[config.mk]
export PLATFORM = sky130hd
export DESIGN_NAME = ps2_mux_link_framer
export DESIGN_NICKNAME = d
export VERILOG_FILES = /design/src/design/ps2mf_pkg.sv /design/src/design/ps2_mux_link_framer.sv /design/src/design/ps2mf_ram.sv /design/src/design/ps2mf_emit.sv
export VERILOG_INCLUDE_DIRS = /design/src /design/src/design
export SDC_FILE = /design/constraint.sdc
export NUM_CORES = 1
export LEC_CHECK = 0
export BUFFER_PORTS_ARGS = -buffer_cell sky130_fd_sc_hd__clkbuf_2
export CORE_UTILIZATION = 25
export CTS_CLUSTER_SIZE = 25
export DETAILED_ROUTE_END_ITERATION = 10
export PLACE_DENSITY = 0.46
export SLEW_MARGIN = 20
export SYNTH_ARGS = -nofsm -noshare
export SYNTH_HDL_FRONTEND = slang
export SYNTH_SLANG_ARGS = --single-unit
[constraint.sdc]
create_clock -name aclk -period 3.7 [get_ports aclk]
set_clock_uncertainty 0.2 [all_clocks]
set_input_delay 0.185 -clock aclk [delete_from_list [all_inputs] [get_ports aclk]]
set_output_delay 0.185 -clock aclk [all_outputs]
set_load 0.005 [all_outputs]
[src/design/ps2_mux_link_framer_assert.svh]
// Assertion macros shared by the link framer modules.
`ifndef PS2_MUX_LINK_FRAMER_ASSERT_SVH
`define PS2_MUX_LINK_FRAMER_ASSERT_SVH

`ifndef NO_ASSERTIONS
`define PS2MF_ASSERT(lbl, prop) \
    lbl: assert property (@(posedge aclk) disable iff (!aresetn) (prop)) \
        else $error("ps2 mux framer: assertion failed");
`define PS2MF_ASSERT_NEXT(lbl, ante, cons) \
    lbl: assert property (@(posedge aclk) disable iff (!aresetn) (ante) |=> (cons)) \
        else $error("ps2 mux framer: assertion failed");
`else
`define PS2MF_ASSERT(lbl, prop)
`define PS2MF_ASSERT_NEXT(lbl, ante, cons)
`endif

`endif

[src/design/ps2mf_pkg.sv]
// Types, codes and helpers of the PS/2 multiplexer link framer.
`timescale 1ns / 1ps
package ps2mf_pkg;

    typedef enum logic [1:0] {
        KIND_RX    = 2'd0,
        KIND_WRITE = 2'd1,
        KIND_READ  = 2'd2,
        KIND_START = 2'd3
    } kind_t;

    localparam logic [7:0] SEL_KEYBOARD = 8'hA0;
    localparam logic [7:0] SEL_MOUSE    = 8'hA1;
    localparam logic [7:0] CODE_ESCAPE  = 8'h7D;
    localparam logic [7:0] CODE_BSYNC   = 8'h7E;
    localparam logic [7:0] CODE_START   = 8'h55;
    localparam logic [7:0] CODE_END     = 8'h56;

    localparam logic PORT_KEYBOARD = 1'b0;
    localparam logic PORT_MOUSE    = 1'b1;

    localparam logic OUT_LINE = 1'b0;
    localparam logic OUT_READ = 1'b1;

    // One accepted item that still owes results
    typedef struct packed {
        kind_t      kind;
        logic       sel;    // selector byte still to send
        logic       esc;    // escape byte still to send
        logic       ok;     // read found a byte
        logic [7:0] data;
    } job_t;

    function automatic logic is_control(input logic [7:0] b);
        is_control = (b == SEL_KEYBOARD) || (b == SEL_MOUSE) || (b == CODE_ESCAPE) ||
                     (b == CODE_BSYNC) || (b == CODE_START) || (b == CODE_END);
    endfunction

endpackage

[src/design/ps2_mux_link_framer.sv]
// Top level of the PS/2 multiplexer link framer.
`timescale 1ns / 1ps
`include "ps2_mux_link_framer_assert.svh"
// Input channel s_*: one item per handshake; s_tuser holds the kind (received line
// byte, host keyboard write, host keyboard read, session start), s_tdata the byte.
// Received bytes are deframed into the keyboard queue and give no result. A write
// gives one or two line bytes (an escape ahead of control codes), a read gives one
// response popped from the queue, a start gives the 0x55 line byte.
// Output channel m_*: m_tdata is the byte, m_tuser the result kind and read flag,
// m_tlast marks the final result of an item.
// An accepted item waits in the sequencer register, which writes its first result
// to the output register. Throughput: one item per cycle while m_tready is high; a
// write that needs an escape holds the single result sequencer for both line bytes.
// The queue is a RAM with one write and one registered read port; the read is issued
// when the read item is accepted, so the data is ready when its result is formed.
// Reset: synchronous and active low; empties the queue, clears the escape state
// and selects the keyboard for both ports. No clearing pass is run.
// When m_tready is low, one result waits in the output register and one more item
// is held in the sequencer; s_tready then drops until the sequencer frees.
module ps2_mux_link_framer #(
    parameter int QUEUE_DEPTH = 32
) (
    input  logic       aclk,
    input  logic       aresetn,
    input  logic       s_tvalid,
    output logic       s_tready,
    input  logic [7:0] s_tdata,   // [7:0] in_byte
    input  logic [1:0] s_tuser,   // [1:0] kind
    output logic       m_tvalid,
    input  logic       m_tready,
    output logic [7:0] m_tdata,   // [7:0] out_byte
    output logic [1:0] m_tuser,   // [0] out_kind, [1] read_ok
    output logic       m_tlast
);

    localparam int PTR_W = $clog2(QUEUE_DEPTH);

    function automatic logic [PTR_W-1:0] ptr_next(input logic [PTR_W-1:0] p);
        ptr_next = (p == PTR_W'(QUEUE_DEPTH - 1)) ? '0 : p + 1'b1;
    endfunction

    logic             esc_reg, esc_next;
    logic             rx_port_reg, rx_port_next;
    logic             tx_port_reg, tx_port_next;
    logic [PTR_W-1:0] head_reg, head_next;
    logic [PTR_W-1:0] tail_reg, tail_next;

    ps2mf_pkg::kind_t in_kind;
    ps2mf_pkg::job_t  job;
    logic             s_fire;
    logic             can_load;
    logic             push;
    logic             pop;
    logic             q_empty;
    logic             q_full;
    logic [7:0]       rd_data;

    assign in_kind  = ps2mf_pkg::kind_t'(s_tuser);
    assign s_tready = can_load;
    assign s_fire   = s_tvalid && s_tready;
    assign q_empty  = (head_reg == tail_reg);
    assign q_full   = (ptr_next(tail_reg) == head_reg);

    always_comb begin
        esc_next     = esc_reg;
        rx_port_next = rx_port_reg;
        tx_port_next = tx_port_reg;
        head_next    = head_reg;
        tail_next    = tail_reg;
        push         = 1'b0;
        pop          = 1'b0;
        job.kind     = in_kind;
        job.sel      = (tx_port_reg != ps2mf_pkg::PORT_KEYBOARD);
        job.esc      = ps2mf_pkg::is_control(s_tdata);
        job.ok       = !q_empty;
        job.data     = s_tdata;
        if (s_fire) begin
            unique case (in_kind)
                ps2mf_pkg::KIND_RX: begin
                    if (esc_reg) begin
                        esc_next = 1'b0;
                        push     = (rx_port_reg == ps2mf_pkg::PORT_KEYBOARD);
                    end else begin
                        case (s_tdata) inside
                            ps2mf_pkg::CODE_ESCAPE:  esc_next = 1'b1;
                            ps2mf_pkg::CODE_BSYNC:   rx_port_next = tx_port_reg;
                            ps2mf_pkg::SEL_KEYBOARD: rx_port_next = ps2mf_pkg::PORT_KEYBOARD;
                            ps2mf_pkg::SEL_MOUSE:    rx_port_next = ps2mf_pkg::PORT_MOUSE;
                            ps2mf_pkg::CODE_START, ps2mf_pkg::CODE_END: begin
                            end
                            default: push = (rx_port_reg == ps2mf_pkg::PORT_KEYBOARD);
                        endcase
                    end
                end
                ps2mf_pkg::KIND_WRITE: begin
                    tx_port_next = ps2mf_pkg::PORT_KEYBOARD;
                end
                ps2mf_pkg::KIND_READ: begin
                    pop = !q_empty;
                end
                ps2mf_pkg::KIND_START: begin
                    tx_port_next = ps2mf_pkg::PORT_KEYBOARD;
                    rx_port_next = ps2mf_pkg::PORT_KEYBOARD;
                end
                default: begin
                end
            endcase
        end
        // full queue: drop the oldest byte before storing
        if (push) begin
            tail_next = ptr_next(tail_reg);
            if (q_full) begin
                head_next = ptr_next(head_reg);
            end
        end
        if (pop) begin
            head_next = ptr_next(head_reg);
        end
    end

    always_ff @(posedge aclk) begin
        if (!aresetn) begin
            esc_reg     <= 1'b0;
            rx_port_reg <= ps2mf_pkg::PORT_KEYBOARD;
            tx_port_reg <= ps2mf_pkg::PORT_KEYBOARD;
            head_reg    <= '0;
            tail_reg    <= '0;
        end else begin
            esc_reg     <= esc_next;
            rx_port_reg <= rx_port_next;
            tx_port_reg <= tx_port_next;
            head_reg    <= head_next;
            tail_reg    <= tail_next;
        end
    end

    ps2mf_ram #(
        .WIDTH (8),
        .DEPTH (QUEUE_DEPTH)
    ) u_queue (
        .aclk    (aclk),
        .we      (push),
        .wr_addr (tail_reg),
        .wr_data (s_tdata),
        .re      (pop),
        .rd_addr (head_reg),
        .rd_data (rd_data)
    );

    ps2mf_emit u_emit (
        .aclk     (aclk),
        .aresetn  (aresetn),
        .load     (s_fire && (in_kind != ps2mf_pkg::KIND_RX)),
        .job_in   (job),
        .rd_data  (rd_data),
        .can_load (can_load),
        .m_tvalid (m_tvalid),
        .m_tready (m_tready),
        .m_tdata  (m_tdata),
        .m_tuser  (m_tuser),
        .m_tlast  (m_tlast)
    );

    `PS2MF_ASSERT_NEXT(a_push_not_empty, push, head_reg != tail_reg)
    `PS2MF_ASSERT_NEXT(a_start_ports, s_fire && (in_kind == ps2mf_pkg::KIND_START),
                       !rx_port_reg && !tx_port_reg)
    `PS2MF_ASSERT(a_no_push_pop, !(push && pop))
    `PS2MF_ASSERT(a_tx_keyboard, tx_port_reg == ps2mf_pkg::PORT_KEYBOARD)

endmodule

[src/design/ps2mf_ram.sv]
// Generic single-port-write, single-port-read RAM with registered read data.
`timescale 1ns / 1ps
module ps2mf_ram #(
    parameter int WIDTH = 8,
    parameter int DEPTH = 32
) (
    input  logic                     aclk,
    input  logic                     we,
    input  logic [$clog2(DEPTH)-1:0] wr_addr,
    input  logic [WIDTH-1:0]         wr_data,
    input  logic                     re,
    input  logic [$clog2(DEPTH)-1:0] rd_addr,
    output logic [WIDTH-1:0]         rd_data
);

    logic [WIDTH-1:0] mem [DEPTH];

    always_ff @(posedge aclk) begin
        if (we) begin
            mem[wr_addr] <= wr_data;
        end
        if (re) begin
            rd_data <= mem[rd_addr];
        end
    end

endmodule

[src/design/ps2mf_emit.sv]
// Result sequencer: holds one pending item and feeds the output register.
`timescale 1ns / 1ps
`include "ps2_mux_link_framer_assert.svh"
module ps2mf_emit (
    input  logic             aclk,
    input  logic             aresetn,
    input  logic             load,
    input  ps2mf_pkg::job_t  job_in,
    input  logic [7:0]       rd_data,
    output logic             can_load,
    output logic             m_tvalid,
    input  logic             m_tready,
    output logic [7:0]       m_tdata,   // [7:0] out_byte
    output logic [1:0]       m_tuser,   // [0] out_kind, [1] read_ok
    output logic             m_tlast
);

    ps2mf_pkg::job_t job_reg;
    logic            job_valid_reg;
    logic            m_tvalid_reg;
    logic [7:0]      m_tdata_reg;
    logic [1:0]      m_tuser_reg;
    logic            m_tlast_reg;

    logic       out_free;
    logic       emit;
    logic [7:0] e_byte;
    logic       e_kind;
    logic       e_ok;
    logic       e_last;

    always_comb begin
        e_byte = 8'h00;
        e_kind = ps2mf_pkg::OUT_LINE;
        e_ok   = 1'b0;
        e_last = 1'b1;
        unique case (job_reg.kind)
            ps2mf_pkg::KIND_WRITE: begin
                if (job_reg.sel) begin
                    e_byte = ps2mf_pkg::SEL_KEYBOARD;
                    e_last = 1'b0;
                end else if (job_reg.esc) begin
                    e_byte = ps2mf_pkg::CODE_ESCAPE;
                    e_last = 1'b0;
                end else begin
                    e_byte = job_reg.data;
                end
            end
            ps2mf_pkg::KIND_READ: begin
                e_kind = ps2mf_pkg::OUT_READ;
                e_ok   = job_reg.ok;
                e_byte = job_reg.ok ? rd_data : 8'h00;
            end
            ps2mf_pkg::KIND_START: begin
                e_byte = ps2mf_pkg::CODE_START;
            end
            default: begin
                e_byte = 8'h00;
            end
        endcase
    end

    assign out_free = !m_tvalid_reg || m_tready;
    assign emit     = job_valid_reg && out_free;
    assign can_load = !job_valid_reg || (out_free && e_last);

    always_ff @(posedge aclk) begin
        if (!aresetn) begin
            job_valid_reg <= 1'b0;
        end else if (load) begin
            job_valid_reg <= 1'b1;
        end else if (emit && e_last) begin
            job_valid_reg <= 1'b0;
        end
    end

    always_ff @(posedge aclk) begin
        if (load) begin
            job_reg <= job_in;
        end else if (emit) begin
            // drop the prefix byte just sent
            if (job_reg.sel) begin
                job_reg.sel <= 1'b0;
            end else begin
                job_reg.esc <= 1'b0;
            end
        end
    end

    always_ff @(posedge aclk) begin
        if (!aresetn) begin
            m_tvalid_reg <= 1'b0;
        end else if (emit) begin
            m_tvalid_reg <= 1'b1;
        end else if (m_tready) begin
            m_tvalid_reg <= 1'b0;
        end
    end

    always_ff @(posedge aclk) begin
        if (emit) begin
            m_tdata_reg <= e_byte;
            m_tuser_reg <= {e_ok, e_kind};
            m_tlast_reg <= e_last;
        end
    end

    assign m_tvalid = m_tvalid_reg;
    assign m_tdata  = m_tdata_reg;
    assign m_tuser  = m_tuser_reg;
    assign m_tlast  = m_tlast_reg;

    `PS2MF_ASSERT(a_prefix_is_line_byte, !(m_tvalid_reg && !m_tlast_reg) || (m_tuser_reg == 2'b00))
    `PS2MF_ASSERT_NEXT(a_read_single, emit && (job_reg.kind == ps2mf_pkg::KIND_READ),
                       m_tvalid_reg && m_tuser_reg[0] && m_tlast_reg)
    `PS2MF_ASSERT_NEXT(a_no_load_over_job, load && job_valid_reg && !(emit && e_last), 1'b0)

endmodule

; Yosys cells after proc, flatten, opt, wreduce, memory -nomap -nowiden
; Memories as Yosys holds them, arrays and structs flattened. A register that Yosys moved wholly into a read port is not among the register bits.
; Index checks and enable logic that the tools add are counted.
[totals]
reg_bits = 37
ram_bits = 256
inputBits = 14
out_inout_bits = 13
word_cells = 100
n_memories = 1
[classes]
add_sub_neg = 2
n_eq_ne = 18
muxes = 37
bitwise = 1
reduce_logical = 27
[mem_list]
columns = name, words, width, read_ports, rd_ports_with_merged_regs, wr, line_no
row1 = u_queue.mem, 32, 8, 1, 1, 1, ps2mf_ram.sv:16  ; logic [WIDTH-1:0] mem [DEPTH];
[op_table]
columns = operator, count
row1 = equality test 8 x 7 -> 1 bit (second input constant), 4
row2 = two-way mux 1 bit, 28
row3 = two-way mux 5 bit, 5
row4 = one-hot mux 8 bit (3 select lines), 1
row5 = equality test 8 bit (second input constant), 2
row6 = two-way mux 8 bit, 2
row7 = nonzero test 2 bit, 7
row8 = adder 5 x 1 -> 5 bit (second input constant), 2
row9 = equality test 5 bit, 2
row10 = equality test 5 bit (second input constant), 2
row11 = equality test 2 bit (second input constant), 4
row12 = logical OR 1 bit, 7
row13 = logical AND 1 bit, 5
row14 = AND reduction 5 bit, 1
row15 = != test 2 bit (second input constant), 2
row16 = != test 4 bit (second input constant), 1
row17 = AND reduction 2 bit, 2
row18 = zero test 1 bit, 3
row19 = equality test 2 x 1 -> 1 bit (second input constant), 1
row20 = zero test 2 bit, 1
row21 = one-hot mux 1 bit (2 select lines), 1
row22 = OR reduction 2 bit, 1
row23 = inverter 1 bit, 1

; Longest topological paths before layout
; Gate-level depths: netlist of the first run.
[logic_depth]
word_depth = 12
depth_mapped = 10
mapped_depth_nobuf = 9

; Cells and area by module
; From an unflattened synthesis of the first run, not the netlist that was laid out.
[unflattened]
cells_unflattened = 613
hier_area_um2 = 12187.9
[by_module_without_submodules]
columns = mod, n_inst, cells_per_inst, area_each_um2, seq_area_each_um2
row1 = ps2mf_ram, 1, 417, 10133.5, 7927.6
row2 = ps2_mux_link_framer, 1, 126, 1036.0, 240.2
row3 = ps2mf_emit, 1, 70, 1018.5, 760.7

; Worst setup path before layout of the first run
; No wires, ideal clock.
[synth_timing]
path_type = register to register
start = register u_emit.job_reg[9] (netlist bit)
end = memory u_queue.mem[13][0] (enable)
t_arrival_ps = 2326
required_ps = 3117
path_slack_ps = 791
path_stages_with_launch = 7
period_less_slack_ps = 2909
cell_sequence = edfxtp_1 > and3b_2 > o21ai_4 > nand3_4 > nor4_4 > nand2_1 > nor3_1
[synth_via]
elab_chain_cells = 8
[synth_lines]
columns = item, line_no
row1 = from (decl), ps2mf_emit.sv:18  ; ps2mf_pkg::job_t job_reg;
row2 = from (signal assigned), ps2mf_emit.sv:79  ; job_reg <= job_in;
row3 = two-way mux 1 bit, ps2mf_emit.sv:42  ; end else if (job_reg.esc) begin
row4 = two-way mux 1 bit, ps2mf_emit.sv:37  ; unique case (job_reg.kind)
row5 = logical AND 1 bit, ps2mf_emit.sv:65  ; assign can_load = !job_valid_reg || (out_free && e_last);
row6 = logical OR 1 bit, ps2mf_emit.sv:65
row7 = named net s_tready, ps2_mux_link_framer.sv:26  ; output logic s_tready,
row8 = logical AND 1 bit, ps2_mux_link_framer.sv:60  ; assign s_fire = s_tvalid && s_tready;
row9 = two-way mux 1 bit, ps2_mux_link_framer.sv:77  ; if (s_fire) begin
row10 = two-way mux 1 bit, ps2mf_ram.sv:19  ; if (we) begin
row11 = two-way mux 1 bit (not written as such), ps2mf_ram.sv:20  ; mem[wr_addr] <= wr_data;
row12 = to (decl), ps2mf_ram.sv:16
; The timed path passes the listed nets, and every way through them passes these cells.

; Worst setup path in the final report of the first run
[layout_timing]
start = register u_emit.job_reg[11] (netlist bit)
end = memory u_queue.mem[0][6] (enable)
[layout_via]
elab_chain_cells = 8
[layout_lines]
columns = item, line_no
row1 = equality test 2 x 1 -> 1 bit, ps2mf_emit.sv:37
row2 = two-way mux 1 bit, ps2mf_emit.sv:37
row3 = logical AND 1 bit, ps2mf_emit.sv:65
row4 = logical OR 1 bit, ps2mf_emit.sv:65
row5 = logical AND 1 bit, ps2_mux_link_framer.sv:60
row6 = two-way mux 1 bit, ps2_mux_link_framer.sv:77
row7 = two-way mux 1 bit, ps2mf_ram.sv:19
row8 = two-way mux 1 bit (not written as such), ps2mf_ram.sv:20
; No other way between the ends.

==> results of run 1 <==
-- kinds of logic (layout without fill, tap and decap cells) --
family	after synthesis	count (layout)	share of synthesized area [%]
and+or+nand+nor	115	115	5.01
adders and majority gates	7	7	0.724
xor gates and xnor gates	11	11	0.797
AOI/OAI and AO/OA	44	44	2.37
DFF	301	301	73.6
muxes	95	95	16.2
buffers and inverters	35	155	1.31
-- layer usage --
layer / routed length (um) / global-route usage, %
met1: 14200 / 17.7
met2: 12800 / 18.2
met3: 1330 / 2.00
met4: 458 / 2.42
met5: 0 / 0
-- power groups by stage --
stage / Clock [W] / Combinational, W / Sequential, W
6_report: 0.00321 / 0.000222 / 0.00377
5_1_grt: 0.00344 / 0.000245 / 0.00377
4_1_cts: 0.00330 / 0.000229 / 0.00377
3_5_place_dp: 0 / 0.000220 / 0.00384
3_3_place_gp: 0 / 0.000220 / 0.00384
2_1_floorplan: 0 / 0.000107 / 0.00383
-- synthesized netlist by cell type (3+ instances only) --
cell | n | area share (%)
o21a_1 | 3 | 0.19
ha_1 | 7 | 0.72
xor2_1 | 5 | 0.36
a21boi_0 | 3 | 0.19
clkbuf_1 | 17 | 0.53
mux2_2 | 8 | 0.74
inv_1 | 5 | 0.16
a21oi_1 | 6 | 0.25
buf_2 | 4 | 0.17
nor3_1 | 6 | 0.25
buf_1 | 5 | 0.16
nand3_1 | 7 | 0.29
nor2_1 | 42 | 1.3
nand2_1 | 23 | 0.71
xnor2_1 | 6 | 0.43
o21ai_0 | 16 | 0.66
mux4_2 | 80 | 15
and3_1 | 3 | 0.16
mux2i_1 | 7 | 0.58
nor2b_1 | 8 | 0.41
dfxtp_1 | 14 | 2.3
o22ai_1 | 4 | 0.21
edfxtp_1 | 287 | 71
-- cell type report --
type	instances	area share, %
Timing Repair Buffer	86	4.37
Clock buffer	45	6.47
Tap cell	615	5.33
Multi-Input combinational cell	272	21.0
Inverter	5	0.130
Clock inverter	19	0.962
Sequential cell	301	61.7
-- worst max-delay path, stage by stage (launching register included) --
cell      delay, ps
edfxtp_1        540
and3b_2         300
o21ai_4         210
nand3_4         120
nor4_4          360
nand2_1         300
nor2_1          400
buf_4           220
-- timing repair --
action,in CTS,in global routing
setup endpoints to repair,0,0
endpoints found under the hold margin,15,0
hold buffers,10,0
-- per-stage QoR --
step / setup slack (ps) / util [%] / hold WS (ps) / instances / instance area (um2)
CTS: 752 / 30.2 / 2.40 / 1343 / 14400
global placement: 823 / 27.8 / 285 / 1269 / 13300
detailed placement: 762 / 27.8 / 279 / 1269 / 13300
global route: 528 / 30.2 / 5.79 / 1343 / 14400
floorplan: 791 / - / 83.9 / 608 / 12100
finish: 751 / 30.2 / -7.87 / 1343 / 14400
-- worst min path at each step --
stage	endpoint	slack, ps	depth (start not counted)
finish	u_queue.mem[24][5]	-8	1
CTS	u_queue.mem[24][5]	2	1
detailed placement	u_emit.job_reg[12]	280	1
global route	u_queue.mem[24][5]	6	1
floorplan	u_emit.job_reg[0]	80	0
global placement	u_emit.job_reg[12]	290	1
==> out/summary.txt, run 1 <==
Setup bufs post-CTS = 0
Setup TNS = 0 ps
Vias per inst = 4.48
Post-Syn Nets = 629
Final setup violation count = 0
Seq/Total Area, Yosys = 73.6%
Storage cell area = 8910 um2
Flop2flop setup slack = 750 ps
Root Buffer = clkbuf_16
DR pass1 iterations = 5
FILL cells = 4635
IO buf count = 26
Total wire length = 28900 um
Total CTS buffers = 36
Crit path DAT = 2970 ps
Clock group share of total power = 44.6%
N_diodes = 0
Max Buffers Root-to-Sink = 3
Rows = 80
Total Power = 0.00720 W
Layout cells sized above 1 = 31.3%
Die X = 222 um
Layout area overhead = 19.4%
Critical path origin = u_emit.job_reg[11]
Flop pwr share = 52.3%
Worst r2r src = u_emit.job_reg[11]
Run status = complete, but fails checks
Worst-Margin Slew = 978 ps
WL/cell = 21.5 um
Antenna Nets Post-Route = 0
Max VDD drop = 0.306 mV
DP HPWL = 18500 um
Critical path required time = 3720 ps
PD cells = 499 nW/um2
Hold path start = s_tdata[5]
CTS clk-pin slew, worst paths = 60 ps
Max FO, Critical Path = 14
Max reg flops = 256
Hold slack = -7.87 ps
Cells after synthesis = 608
Clock latency on the worst-skew pair = 510 ps
Tmin final = 2950 ps
Initial antenna violation count = 0
Net Sw Frac = 20.7%
R2r endpoint = u_queue.mem[0][6]
CTS tree = yes
Pins Over Slew Limit = 0
P_leak = 4.50 nW
Type of the tightest min-delay check = input port to flop
Synthesized area per cell = 19.9 um2
Max_cap viols = 0
Seq cells post-synth = 301
Die area = 49300 um2
Combinational Power Share = 3.1%
Highest clock rate = 339 MHz
RSZ-0062 raised after global routing = no
CP endpoint = u_queue.mem[0][6]
Largest net degree at the start of global routing = 70
All-Layer GR Usage = 11.9%
CTS sink cnt = 301
Crit Path Category = flop to flop
Violated checks = negative hold slack
Asr flop ratio synth = 0%
Die H = 222 um
Reg2reg path depth = 7
DRC viols = 0
Area of the multi-input gates = 3040 um2
Htree depth = 2
Max-slew headroom = 34.7%
Initial core utilization = 25.3%
EDFF count, synth = 287
Period Utilization, post-route = 79.7%
Ports = 27
RePlAce Congestion = 0.743
Remaining global-route overflow = 0
Design internal power = 0.00571 W
First-pass GRT wire length = 43300 um
Fin nets = 723
1st-iter DRT viols = 563
Post-CTS Resized = 0
Core footprint = 47700 um2
Commonest non-fill, non-tap cell in the layout = edfxtp_1
Synth cell types = 59
Via count = 6016
Setup crit start kind = flop
Warnings, synthesis = 0
Vias in the first global route = 6270
Commonest cells after routing, fill and taps aside = edfxtp_1 (287), mux4_2 (80), buf_4 (48)
Switching component of the power = 0.00149 W
Netlist Area Pre-Place = 12100 um2
Top_reg_cell synth = edfxtp_1
CP endpoint kind = flop
Final hold vios = 1
(Power assumes the default switching activity.)
==> run 2, diff against run 1 <==
--- a/config.mk
+++ b/config.mk
@@ -6,11 +6,12 @@
 export SDC_FILE = /design/constraint.sdc
 export NUM_CORES = 1
 export LEC_CHECK = 0
+export ABC_AREA = 1
 export BUFFER_PORTS_ARGS = -buffer_cell sky130_fd_sc_hd__clkbuf_2
 export CORE_UTILIZATION = 25
 export CTS_CLUSTER_SIZE = 25
 export DETAILED_ROUTE_END_ITERATION = 10
-export PLACE_DENSITY = 0.46
+export PLACE_DENSITY = 0.47
 export SLEW_MARGIN = 20
 export SYNTH_ARGS = -nofsm -noshare
 export SYNTH_HDL_FRONTEND = slang
==> constraint.sdc (replaced) <==
create_clock -name aclk -period 2.5 [get_ports aclk]
set_clock_uncertainty 0.2 [all_clocks]
set_input_delay 0.125 -clock aclk [delete_from_list [all_inputs] [get_ports aclk]]
set_output_delay 0.125 -clock aclk [all_outputs]
set_load 0.005 [all_outputs]
==> out/summary.txt, run 2 <==
Type of the tightest min-delay check = input port to flop
Setup crit start kind = flop
Layout area overhead = 19.8%
Synth top area cells = edfxtp_1 (69%), nor2_1 (6.7%), o21ai_0 (5.5%), nand2_1 (2.5%), dfxtp_1 (2.2%)
Seq/Total Area, Yosys = 71.3% (-2.3 points)
Max_cap viols = 0 (unchanged)
N_diodes = 0 (unchanged)
Crit path DAT = 2370 ps (-600 ps)
Post-CTS Resized = 0 (unchanged)
DR pass1 iterations = 5 (unchanged)
Worst-Margin Slew = 480 ps (-498 ps)
Hold Path Cell Cnt = 2 (+1)
Initial antenna violation count = 1 (+1)
RSZ-0062 raised after global routing = no
Top cells by count, synth = edfxtp_1 (287), nor2_1 (222), o21ai_0 (138), nand2_1 (83), nand3_1 (47)
P_leak = 5.16 nW (+15%)
Post-Syn Nets = 1049 (+67%)
PD cells = 732 nW/um2 (+47%)
Total wire length = 33700 um (+17%)
Ports = 27 (unchanged)
Commonest cells after routing, fill and taps aside = edfxtp_1 (287), nor2_1 (222), o21ai_0 (138)
RePlAce Congestion = 0.832 (+12%)
Worst r2r src = u_emit.job_reg[11]
Storage cell area = 8900 um2 (about the same)
Die H = 225 um (+1.6%)
Asr flop ratio synth = 0% (unchanged)
WHS Endpoint = u_queue.mem[0][2]
Seq cells post-synth = 301 (unchanged)
Max Buffers Root-to-Sink = 3 (unchanged)
Area of the multi-input gates = 3120 um2 (+2.8%)
Vias per inst = 4.49 (+0.19%)
Critical path required time = 2520 ps (-1200 ps)
WL/cell = 18.6 um (-13%)
Period Utilization, post-route = 94.1% (+14 points)
EDFF count, synth = 287 (unchanged)
Synthesized area per cell = 12.1 um2 (-39%)
Net Sw Frac = 22.1% (+1.4 points)
Cells after synthesis = 1028 (+69%)
DP HPWL = 21800 um (+18%)
Commonest non-fill, non-tap cell in the layout = edfxtp_1
Core footprint = 49100 um2 (+2.7%)
Clock latency on the worst-skew pair = 520 ps (about the same)
Reg2reg path depth = 12 (+5)
Vias in the first global route = 8055 (+28%)
Die X = 225 um (+1.6%)
CTS tree = yes
R2r endpoint = u_queue.mem[25][2]
Highest clock rate = 425 MHz (+25%)
Tmin final = 2350 ps (-595 ps)
Initial core utilization = 25.4% (+0.11 points)
Die area = 50800 um2 (+3.1%)
Rows = 81 (+1.3%)
Antenna Nets Post-Route = 0 (unchanged)
Max-slew headroom = 68.0% (+33 points)
Max reg flops = 256 (unchanged)
Utilization after layout = 30.5% (+0.24 points)
Pins Over Slew Limit = 0 (unchanged)
Flop2flop setup slack = 150 ps (-600 ps)
Hold path start = s_tdata[2]
DRC viols = 0 (unchanged)
Netlist Area Pre-Place = 12500 um2 (+3.2%)
Setup TNS = 0 ps (unchanged)
First-pass GRT wire length = 50700 um (+17%)
Hold slack = 33.6 ps (+41.5 ps)
Design internal power = 0.00852 W (+49%)
Clock group share of total power = 42.9% (-1.7 points)
Run status = completed
CP endpoint kind = flop
Layout Cells excl Fill = 1808 (+35%)
Fin nets = 1144 (+58%)
IO buf count = 26 (unchanged)
Synth area leader = edfxtp_1
Final hold vios = 0 (-1)
Largest net degree at the start of global routing = 58 (-17%)
Synth top area share = 69.1% (-2.2 points)
Root Buffer = clkbuf_16
Remaining global-route overflow = 0 (unchanged)
Total CTS buffers = 34 (-5.6%)
CTS sink cnt = 301 (unchanged)
1st-iter DRT viols = 630 (+12%)
Layout cells sized above 1 = 14.9% (-16 points)
Synth cell types = 37 (-37%)
Htree depth = 2 (unchanged)
Crit Path Category = flop to flop
Switching component of the power = 0.00242 W (+62%)
FILL cells = 4993 (+7.7%)
Max VDD drop = 0.422 mV (+38%)
DP Cell Count = 1740 (+37%)
Combinational Power Share = 5.9% (+2.8 points)
Top_reg_cell synth = edfxtp_1
Count leader, synth = edfxtp_1
CTS clk-pin slew, worst paths = 60 ps (about the same)
Final setup violation count = 0 (unchanged)
All-Layer GR Usage = 13.4% (+1.5 points)
Warnings, synthesis = 0 (unchanged)
Via count = 8114 (+35%)
Max FO, Critical Path = 9 (-5)
Flop pwr share = 51.2% (-1.1 points)
-- run 2: cell types whose count changed after synthesis, sizes merged, moves of 8 or more --
cell / previous run / this run
o22ai: 4 / 32
nand4: 1 / 13
nand3: 8 / 50
mux2: 8 / 0
nor2b: 8 / 0
inv: 5 / 43
o211ai: 0 / 32
nand2: 23 / 93
nor2: 42 / 225
o21ai: 17 / 149
buf: 11 / 29
mux4: 80 / 0
-- run 2: routing by layer --
layer	GRT usage [%]	vias to the layer above	part of all wire, %
li1	-	3886	-
met1	18.9	4022	48
met2	21.6	158	46
met3	1.90	48	3.8
met4	3.40	0	1.9
met5	0	-	0
-- run 2: worst max-delay path, cell delays in order (launching register included) --
cell	delay (ps)
edfxtp_1	470
inv_2	130
nor2_4	60
nand2_4	100
nand2_4	60
nand2_4	80
nand3_4	80
nor2_4	130
nand2_4	120
inv_8	120
nand2_4	130
nor2_1	180
buf_4	190
-- run 2: cell type report --
class                           count  share of cell area [%]
Clock buffer                       41                    6.01
Inverter                           45                    1.21
Sequential cell                   301                    59.6
Timing Repair Buffer              113                    5.93
Clock inverter                     16                   0.845
Multi-Input combinational cell    628                    20.9
Tap cell                          664                    5.56
-- run 2: metrics by stage --
step / setup slack [ps] / area [um2] / power, W
floorplan: 265 / 12500 / 0.00603
global route: 9.19 / 14900 / 0.0113
finish: 147 / 14900 / 0.0109
global placement: 175 / 13800 / 0.00635
detailed placement: 155 / 13800 / 0.00635
CTS: 142 / 14900 / 0.0110
-- run 2: power groups by stage --
stage          Sequential, W  Clock, W  Combinational, W
2_1_floorplan        0.00570         0          0.000329
3_3_place_gp         0.00571         0          0.000644
3_5_place_dp         0.00571         0          0.000641
4_1_cts              0.00560   0.00479          0.000655
5_1_grt              0.00560   0.00497          0.000709
6_report             0.00560   0.00469          0.000647
-- run 2: timing repair --
item | CTS | global route
hold buffers | 11 | 0
endpoints found under the hold margin | 32 | 0
buffers inserted | 0 | 0
-- run 2: worst max path at each step --
| stage | from | to | slack (ps) | cells after the start |
|---|---|---|---|---|
| finish | u_emit.job_reg[11] | u_queue.mem[25][2] | 150 | 12 |
| global route | tail_reg[1] | head_reg[1] | 9 | 13 |
| CTS | u_emit.job_reg[11] | u_queue.mem[25][2] | 140 | 12 |
| detailed placement | u_emit.job_reg[11] | u_queue.mem[25][5] | 160 | 12 |
| global placement | u_emit.job_reg[11] | u_queue.mem[1][7] | 170 | 12 |
| floorplan | u_emit.job_reg[11] | u_emit.job_reg[9] | 270 | 11 |
-- run 2: kinds of logic (layout without fill, tap and decap cells) --
logic type | Yosys count | count (layout) | share of synthesized area, %
compound gates | 230 | 230 | 10.3
xor+xnor | 6 | 6 | 0.481
fa+ha+maj | 7 | 7 | 0.702
buf+inv | 99 | 215 | 3.65
flops | 301 | 301 | 71.3
simple gates | 385 | 385 | 13.5
==> run 3, diff against run 2 <==
--- a/config.mk
+++ b/config.mk
@@ -7,7 +7,8 @@
 export NUM_CORES = 1
 export LEC_CHECK = 0
 export ABC_AREA = 1
-export BUFFER_PORTS_ARGS = -buffer_cell sky130_fd_sc_hd__clkbuf_2
+export BUFFER_PORTS_ARGS = -buffer_cell sky130_fd_sc_hd__buf_2
+export CORE_ASPECT_RATIO = 0.7
 export CORE_UTILIZATION = 25
 export CTS_CLUSTER_SIZE = 25
 export DETAILED_ROUTE_END_ITERATION = 10
==> out/summary.txt, run 3 (synthesis gave the netlist of run 2 again) <==
Run status = completed
Layout area overhead = 18.9%
Critical path origin = head_reg[0]
Rows = 68 (-16%)
IO buf count = 26 (unchanged)
Max Buffers Root-to-Sink = 3 (unchanged)
Commonest non-fill, non-tap cell in the layout = edfxtp_1
Crit path DAT = 2380 ps (about the same)
Max reg flops = 256 (unchanged)
CTS tree = yes
Max FO, Critical Path = 42 (+33)
Initial antenna violation count = 2 (+1)
Clock latency on the worst-skew pair = 570 ps (+50 ps)
Setup crit start kind = flop
RSZ-0062 raised after global routing = no
PD cells = 712 nW/um2 (-2.7%)
CTS sink cnt = 301 (unchanged)
Area of the multi-input gates = 3120 um2 (unchanged)
Remaining global-route overflow = 0 (unchanged)
Utilization after layout = 30.1% (-0.35 points)
Hold path start = s_tdata[2]
Final setup violation count = 0 (unchanged)
DP HPWL = 21600 um (-1.1%)
Worst-Margin Slew = 844 ps (+363 ps)
Antenna Nets Post-Route = 0 (unchanged)
Die X = 269 um (+19%)
R2r endpoint = u_queue.rd_data[3]
Hold Path Cell Cnt = 6 (+4)
DR pass1 iterations = 5 (unchanged)
Root Buffer = clkbuf_16
CTS clk-pin slew, worst paths = 70 ps (about the same)
P_leak = 5.10 nW (-1.2%)
Initial core utilization = 25.3% (-0.11 points)
Tmin final = 2270 ps (-80.0 ps)
Post-CTS Resized = 0 (unchanged)
Vias per inst = 4.55 (+1.4%)
Hold slack = 41.1 ps (+7.52 ps)
All-Layer GR Usage = 12.9% (-0.53 points)
Type of the tightest min-delay check = input port to flop
Die area = 50800 um2 (about the same)
Setup TNS = 0 ps (unchanged)
Largest net degree at the start of global routing = 65 (+12%)
FILL cells = 4998 (+0.10%)
N_diodes = 0 (unchanged)
WL/cell = 18.2 um (-2.2%)
Layout cells sized above 1 = 14.6% (-0.39 points)
DRC viols = 0 (unchanged)
Ports = 27 (unchanged)
Via count = 8216 (+1.3%)
1st-iter DRT viols = 774 (+23%)
Vias in the first global route = 7537 (-6.4%)
Fin nets = 1138 (-0.52%)
Flop2flop setup slack = 230 ps (+80 ps)
Max VDD drop = 0.419 mV (-0.53%)
WHS Endpoint = rx_port_reg
Max_cap viols = 0 (unchanged)
First-pass GRT wire length = 48800 um (-3.7%)
Final hold vios = 0 (unchanged)
Critical path required time = 2610 ps (+90 ps)
Total wire length = 32900 um (-2.3%)
Highest clock rate = 440 MHz (+3.5%)
Storage cell area = 8900 um2 (unchanged)
Period Utilization, post-route = 90.9% (-3.2 points)
Crit Path Category = flop to flop
CP endpoint kind = flop
Commonest cells after routing, fill and taps aside = edfxtp_1 (287), nor2_1 (222), o21ai_0 (138)
Max-slew headroom = 43.5% (-24 points)
RePlAce Congestion = 0.848 (+1.9%)
Pins Over Slew Limit = 0 (unchanged)
Core footprint = 49300 um2 (+0.43%)
Htree depth = 1 (-1)
Worst r2r src = head_reg[0]
Reg2reg path depth = 8 (-4)
Die H = 189 um (-16%)
Total CTS buffers = 29 (-15%)
## run 3: cell count changes in the layout (fill, tap and decap cells not counted), sizes merged
cell | before | now
clkinv | 15 | 17
clkinvlp | 1 | 0
dlygate4sd3 | 11 | 13
clkbuf | 67 | 37
buf | 76 | 99
## run 3: power breakdown
group	internal, W	switching, W	total, W
Sequential	0.00557	0.0000233	0.00559
Combinational	0.000196	0.000467	0.000663
Clock	0.00239	0.00191	0.00430
## run 3: cell type report
type | instances | share of cell area (%)
multi-input cells | 628 | 21.1
clock inverters | 17 | 0.877
well taps | 665 | 5.61
flip-flops and latches | 301 | 60.0
clock buffers | 37 | 5.23
inverters | 45 | 1.21
repair buffers | 112 | 6.04
## run 3: per-layer routing
metal	vias to the layer above	track usage [%]	part of all wire [%]
li1	3876	-	-
met1	4032	21.4	53
met2	268	16.4	38
met3	38	2.84	7.3
met4	2	2.91	1.8
met5	-	0	0.039
## run 3: what timing repair did
item / CTS / global route
endpoints found under the hold margin: 58 / 0
hold buffers: 13 / 0
setup buffers: 0 / 0
## run 3: worst max-delay path by stage
stage                     slack (ps)  depth (start not counted)                  to
after detailed placement         230                         12  u_queue.mem[10][7]
after CTS                        220                         12  u_queue.mem[10][3]
after floorplan                  270                         11   u_emit.job_reg[9]
after global routing             100                          8  u_queue.rd_data[0]
final                            230                          8  u_queue.rd_data[3]
after global placement           260                          9  u_queue.rd_data[6]
## run 3: critical path, stage by stage, from the launching register on
cell and delay (ps):
dfxtp_4 360, buf_12 170, buf_4 230, o21ai_0 190
o22ai_1 110, nand2_1 70, nand4_1 280, o21ai_1 290
inv_1 70
## run 3: through the flow
step	setup slack (ps)	cell area (um2)	power, W	std cells
global placement	260	13800	0.00636	1738
floorplan	265	12500	0.00603	1028
CTS	224	14800	0.0107	1805
global route	103	14800	0.0109	1805
detailed placement	226	13800	0.00635	1738
finish	227	14800	0.0106	1805
